--- config.mk ---
export PLATFORM = sky130hd
export DESIGN_NAME = srpq_cell
export DESIGN_NICKNAME = d
export VERILOG_FILES = /design/src/design/srpq_pkg.sv /design/src/design/srpq_cell.sv
export SDC_FILE = /design/constraint.sdc
export NUM_CORES = 1
export LEC_CHECK = 0
export BUFFER_PORTS_ARGS = -buffer_cell sky130_fd_sc_hd__buf_2
export CAP_MARGIN = 30
export CELL_PAD_IN_SITES_DETAIL_PLACEMENT = 1
export CELL_PAD_IN_SITES_GLOBAL_PLACEMENT = 1
export CORE_UTILIZATION = 34
export DETAILED_ROUTE_END_ITERATION = 8
export PLACE_DENSITY = 0.91
export SLEW_MARGIN = 0
export SYNTH_ARGS = -nofsm -noshare
export SYNTH_HDL_FRONTEND = slang
export SYNTH_SLANG_ARGS = --single-unit
--- constraint.sdc ---
create_clock -name clk -period 8.7 [get_ports clk]
set_clock_uncertainty 0.05 [all_clocks]
set_input_delay 1.305 -clock clk [delete_from_list [all_inputs] [get_ports clk]]
set_output_delay 1.305 -clock clk [all_outputs]
set_load 0.02 [all_outputs]
--- src/design/srpq_pkg.sv ---
`timescale 1ns / 1ps

package srpq_pkg;

  localparam logic CMD_INSERT = 1'b0;
  localparam logic CMD_REMOVE = 1'b1;

  typedef enum logic [1:0] {
    OP_HOLD,
    OP_INSERT,
    OP_REMOVE
  } op_t;

  typedef struct packed {
    op_t  op;
    logic first;
    logic last;
  } cell_ctrl_t;

endpackage

--- src/design/srpq_cell.sv ---
`timescale 1ns / 1ps

module srpq_cell
  import srpq_pkg::*;
#(
  parameter int KEY_BITS     = 32,
  parameter int PAYLOAD_BITS = 16
) (
  input  logic                    clk,
  input  cell_ctrl_t              ctrl,
  input  logic                    occupied,
  input  logic [KEY_BITS-1:0]     new_key,
  input  logic [PAYLOAD_BITS-1:0] new_payload,
  input  logic                    left_gt,
  input  logic [KEY_BITS-1:0]     left_key,
  input  logic [PAYLOAD_BITS-1:0] left_payload,
  input  logic [KEY_BITS-1:0]     right_key,
  input  logic [PAYLOAD_BITS-1:0] right_payload,
  output logic                    gt,
  output logic [KEY_BITS-1:0]     key,
  output logic [PAYLOAD_BITS-1:0] payload
);

  logic [KEY_BITS-1:0]     key_next;
  logic [PAYLOAD_BITS-1:0] payload_next;

  assign gt = occupied && (key > new_key);

  always_comb begin
    key_next     = key;
    payload_next = payload;
    unique case (ctrl.op)
      OP_INSERT: begin
        if (left_gt && !ctrl.first) begin
          key_next     = left_key;
          payload_next = left_payload;
        end else if (gt || !occupied) begin
          key_next     = new_key;
          payload_next = new_payload;
        end
      end
      OP_REMOVE: begin
        if (!ctrl.last) begin
          key_next     = right_key;
          payload_next = right_payload;
        end
      end
      default: begin
        key_next     = key;
        payload_next = payload;
      end
    endcase
  end

  always_ff @(posedge clk) begin
    key     <= key_next;
    payload <= payload_next;
  end

endmodule

== Yosys cells after proc, flatten, opt, wreduce, memory -nomap -nowiden ==
Cells that the tools add are included.
W data, S select, Z words.
Operators by class
  add/sub/neg operators: 0
  multipliers: 0
  div/mod/pow operators: 0
  order comparisons: 1
  eq/ne operators: 4
  shifts and indexed selects: 0
  mux-type cells: 8
  bitwise gates (word level): 0
  reductions and logical operators: 7
Operators by type and width (count)
  $mux W32: 3
  $pmux W32 S2: 1
  $mux W16: 3
  $gt A32 B32 Y1: 1
  $pmux W16 S2: 1
  $ne A3 B3 Y1 const B: 1
  $reduce_and A3 Y1: 1
  $eq A2 B1 Y1 const B: 1
  $eq A2 B2 Y1 const B: 1
  $logic_and A1 B1 Y1: 2
  $logic_not A1 Y1: 2
  $ne A2 B2 Y1 const B: 1
  $reduce_bool A2 Y1: 1
  $logic_or A1 B1 Y1: 1
Storage, ports and cells
  register bits after elaboration: 48
  bits in latches: 0
  RAM bits: 0
  memory bits (read-only): 0
  input bits: 151
  output and inout port bits: 49
  logic and storage cells: 22
  memories: 0

== Depth between registers and ports, before layout ==
  depth after elaboration: 6
  gate-level depth with buffers: 7

== Worst setup path after synthesis ==
OpenSTA, ideal clock, no wires.
  path type: input to register
  start: input port new_key[1]
  end: register key[0] (enable)
  library setup time: 0.482 ns
  data arrival time: 4.916 ns
  setup slack: 3.252 ns
  stages on the path: 7
  buffers on the path: 0
  path through: inv_1 -> ha_1 -> nor2b_2 -> o211ai_2 -> a2111oi_2 -> o31ai_1 -> a31oi_1
Between the ends
  cells in the longest elaborated chain, start to end: 5
RTL lines
  start: declaration: line srpq_cell.sv:12  | input logic [KEY_BITS-1:0] new_key,
  $gt A32 B32 Y1: line srpq_cell.sv:27  | assign gt = occupied && (key > new_key);
  $logic_and A1 B1 Y1: line srpq_cell.sv:27
  $logic_or A1 B1 Y1: line srpq_cell.sv:37  | end else if (gt || !occupied) begin
  $ne A3 B3 Y1 (no source line)
  $reduce_and A3 Y1 (no source line)
  end signal: assignment: line srpq_cell.sv:56  | key <= key_next;
  end: declaration: line srpq_cell.sv:20  | output logic [KEY_BITS-1:0] key,
No other way between the ends.
A chain may end at the register's enable or synchronous reset.

== Worst setup path in the final report ==
  start: input port new_key[23]
  end: output port gt
Between the ends
  cells in the longest elaborated chain, start to end: 2
RTL lines
  $gt A32 B32 Y1: line srpq_cell.sv:27
  $logic_and A1 B1 Y1: line srpq_cell.sv:27
  end: declaration: line srpq_cell.sv:19  | output logic gt,
No other way between the ends.

==> metrics.txt <==
flop2flop setup slack=5.54 ns; die area=10,280 um2; Pins Over Slew Limit=0; Peak Freq=0.2205 GHz; htree depth=2; Max VDD drop=0.00007228 V; leakage power=2.374 nW; critical path startpoint category=input pin; later-pin clock latency in the skew report=0.31 ns; post-route antenna net violation count=0; number of global-route vias before repair=3,525; Routed WL per cell=15.66 um; IO buf count=199; chip width=101.4 um; pwr/cell area=132.1 nW/um2; RSZ-0062 raised after global routing=false; largest family of logic cells by synthesized area=multiplexers; DR vias=3,186; synthesized area per cell=10.21 um2; crit-path max cell delay=0.43 ns; total gr overflow=0; gr usage total=20.23%; Worst Path Class, Setup=in -> out; Synth Area in Simple Gates=11.55%; Vias/cell=4.879; Critical Path AT=3.18 ns; Setup WS pre-CTS=4.165 ns; Area Growth Syn to Fin=35.88%; Synth Area in Compound Gates=12.85%; DRT iter0 DRCs=53; final setup fails=0; DP HPWL=8.406 mm; most frequent cells in the layout=buf_2 (199), nand2_1 (54), mux2i_1 (48), edfxtp_1 (48), o21ai_0 (42); CP required=7.34 ns; drt pass-1 iters=4; worst setup margin=4.165 ns; post-synthesis mux area share=14.31%; CP Cell Sequence=buf_2, inv_1, ha_1, a21oi_1, o21ai_1, a221o_1, nor3_1, a21oi_1, buf_2; Mapped Area=3358 um2; layout cells sized above 1=42.26%; Core ar.=9415 um2; Total Nets Final=705; WL final=10.23 mm; Max clock buf depth=2; flops & latches, synth=48; hold path start=right_key[31]; root buffer cell=clkbuf_8; slew margin rel.=40.32%; initial antenna violation count=1; clk sink count=48; I/O pins=200; die span in y=101.4 um; Final GP Congestion=0.7297; Starting Density=35.67%; Synth Area in Adders=11.92%; CTS Buf Count=5; Fin. Hold Viols=0; largest net degree at the start of global routing=97; reg-to-reg endpoint=key[20]$_DFFE_PP_; # fillers=1,155; max-cap check violation count=0; fin crit share=52.13%; CP Capture Type=output port; Tmin final=4.535 ns; hold_buf cts=0; sequential element share of the synthesized area=42.92%; Power, Total=0.6029 mW; global-route wire length before repair=16.08 mm; number of library cell types mapped by synthesis=33; # DRC=0; post-synthesis xor/xnor area fraction=0%; Row Count=35; Mapped Nets=512; status=finished, final reports clean; crit path to=gt; number of post-CTS setup repair buffers=0; Least-Margin Pin Slew=0.8952 ns; CP Max Fanout=3; R2R Path Start=key[27]$_DFFE_PP_; crit path from=new_key[23]; Clk pin slew, worst setup/hold paths=0.10 ns; CP max-delay cell=nor3_1; instance count of the mapped netlist=329; Hold Crit Class=in -> reg; post_cts resized=0; Fin Setup TNS=0 ns; Yosys Warn Count=0; worst r2r path cells=6; CTS tree=done; most common cell after layout, fill and taps aside=buf_2
-- critical path, delay by kind of cell --
family / cells / cell delay, ns
simple gates: 1 / 0.43
fa+ha+maj: 1 / 0.34
buf+inv: 3 / 0.33
compound gates: 4 / 0.78
-- where the power goes --
group | internal [mW] | switching, mW | total [mW]
Combinational | 0.0752 | 0.104 | 0.179
Clock | 0.0557 | 0.0800 | 0.136
Sequential | 0.280 | 0.00822 | 0.288
-- Yosys cell counts, drive strengths merged --
cell type / n / share of area, %
nand2: 54 / 6.0
o21ai: 49 / 7.3
edfxtp: 48 / 43
mux2i: 48 / 14
inv: 33 / 3.7
ha: 32 / 12
a21oi: 13 / 1.9
buf: 11 / 2.2
nand4: 9 / 2.9
clkbuf: 5 / 0.56
a21o: 4 / 0.89
nand3: 4 / 0.60
nor2: 3 / 0.41
a2111oi: 2 / 0.71
nor3: 2 / 0.30
nor4: 2 / 0.82
o211ai: 2 / 0.60
a211oi: 1 / 0.22
a221o: 1 / 0.30
a31o: 1 / 0.26
a31oi: 1 / 0.19
nand2b: 1 / 0.19
nor2b: 1 / 0.26
o21a: 1 / 0.22
o31ai: 1 / 0.22
-- layout make-up --
type / instances / area, um2 / share of cell area (%)
diodes: 1 / 2.502 / 0.05484
inverters: 33 / 123.9 / 2.715
well taps: 129 / 161.4 / 3.537
clock inverters: 3 / 18.77 / 0.4113
clock buffers: 5 / 68.82 / 1.508
flip-flops and latches: 48 / 1441 / 31.59
repair buffers: 202 / 1018 / 22.32
multi-input cells: 232 / 1728 / 37.87
-- metrics by stage --
| stage | utilization (%) | hold WS (ns) | area [um2] | cells |
|---|---|---|---|---|
| global placement | 47.51 | 1.378 | 4473 | 644 |
| global route | 48.47 | 1.219 | 4563 | 653 |
| detailed placement | 47.51 | 1.419 | 4473 | 644 |
| finish | 48.47 | 1.227 | 4563 | 653 |
| CTS | 48.44 | 1.212 | 4561 | 652 |
| floorplan | - | 1.442 | 3358 | 329 |
-- worst min path at each step --
stage / end / slack [ns] / depth (start not counted)
finish: key[31]$_DFFE_PP_ / 1.23 / 3
detailed placement: key[14]$_DFFE_PP_ / 1.42 / 5
floorplan: key[0]$_DFFE_PP_ / 1.44 / 2
global route: payload[14]$_DFFE_PP_ / 1.22 / 3
global placement: key[15]$_DFFE_PP_ / 1.38 / 5
CTS: key[31]$_DFFE_PP_ / 1.21 / 3
-- kinds of logic (layout without fill, tap and decap cells) --
| logic type | count (synthesis) | after routing |
|---|---|---|
| compound gates | 76 | 76 |
| other cells | 0 | 1 |
| simple gates | 76 | 76 |
| mux | 48 | 48 |
| flops | 48 | 48 |
| buf+inv | 49 | 243 |
| fa+ha+maj | 32 | 32 |
-- metal layers --
layer | vias to the layer above | track usage (%) | part of all wire [%]
li1 | 1576 | - | -
met1 | 1480 | 20.41 | 39
met2 | 120 | 41.55 | 55
met3 | 10 | 3.934 | 5.3
met4 | 0 | 5.351 | 1.2
met5 | - | 0 | 0
-- flip-flops by register name, indices dropped and copies added (netlist names) --
signal / cells
payload: 16
key: 32
(Power assumes the default switching activity.)
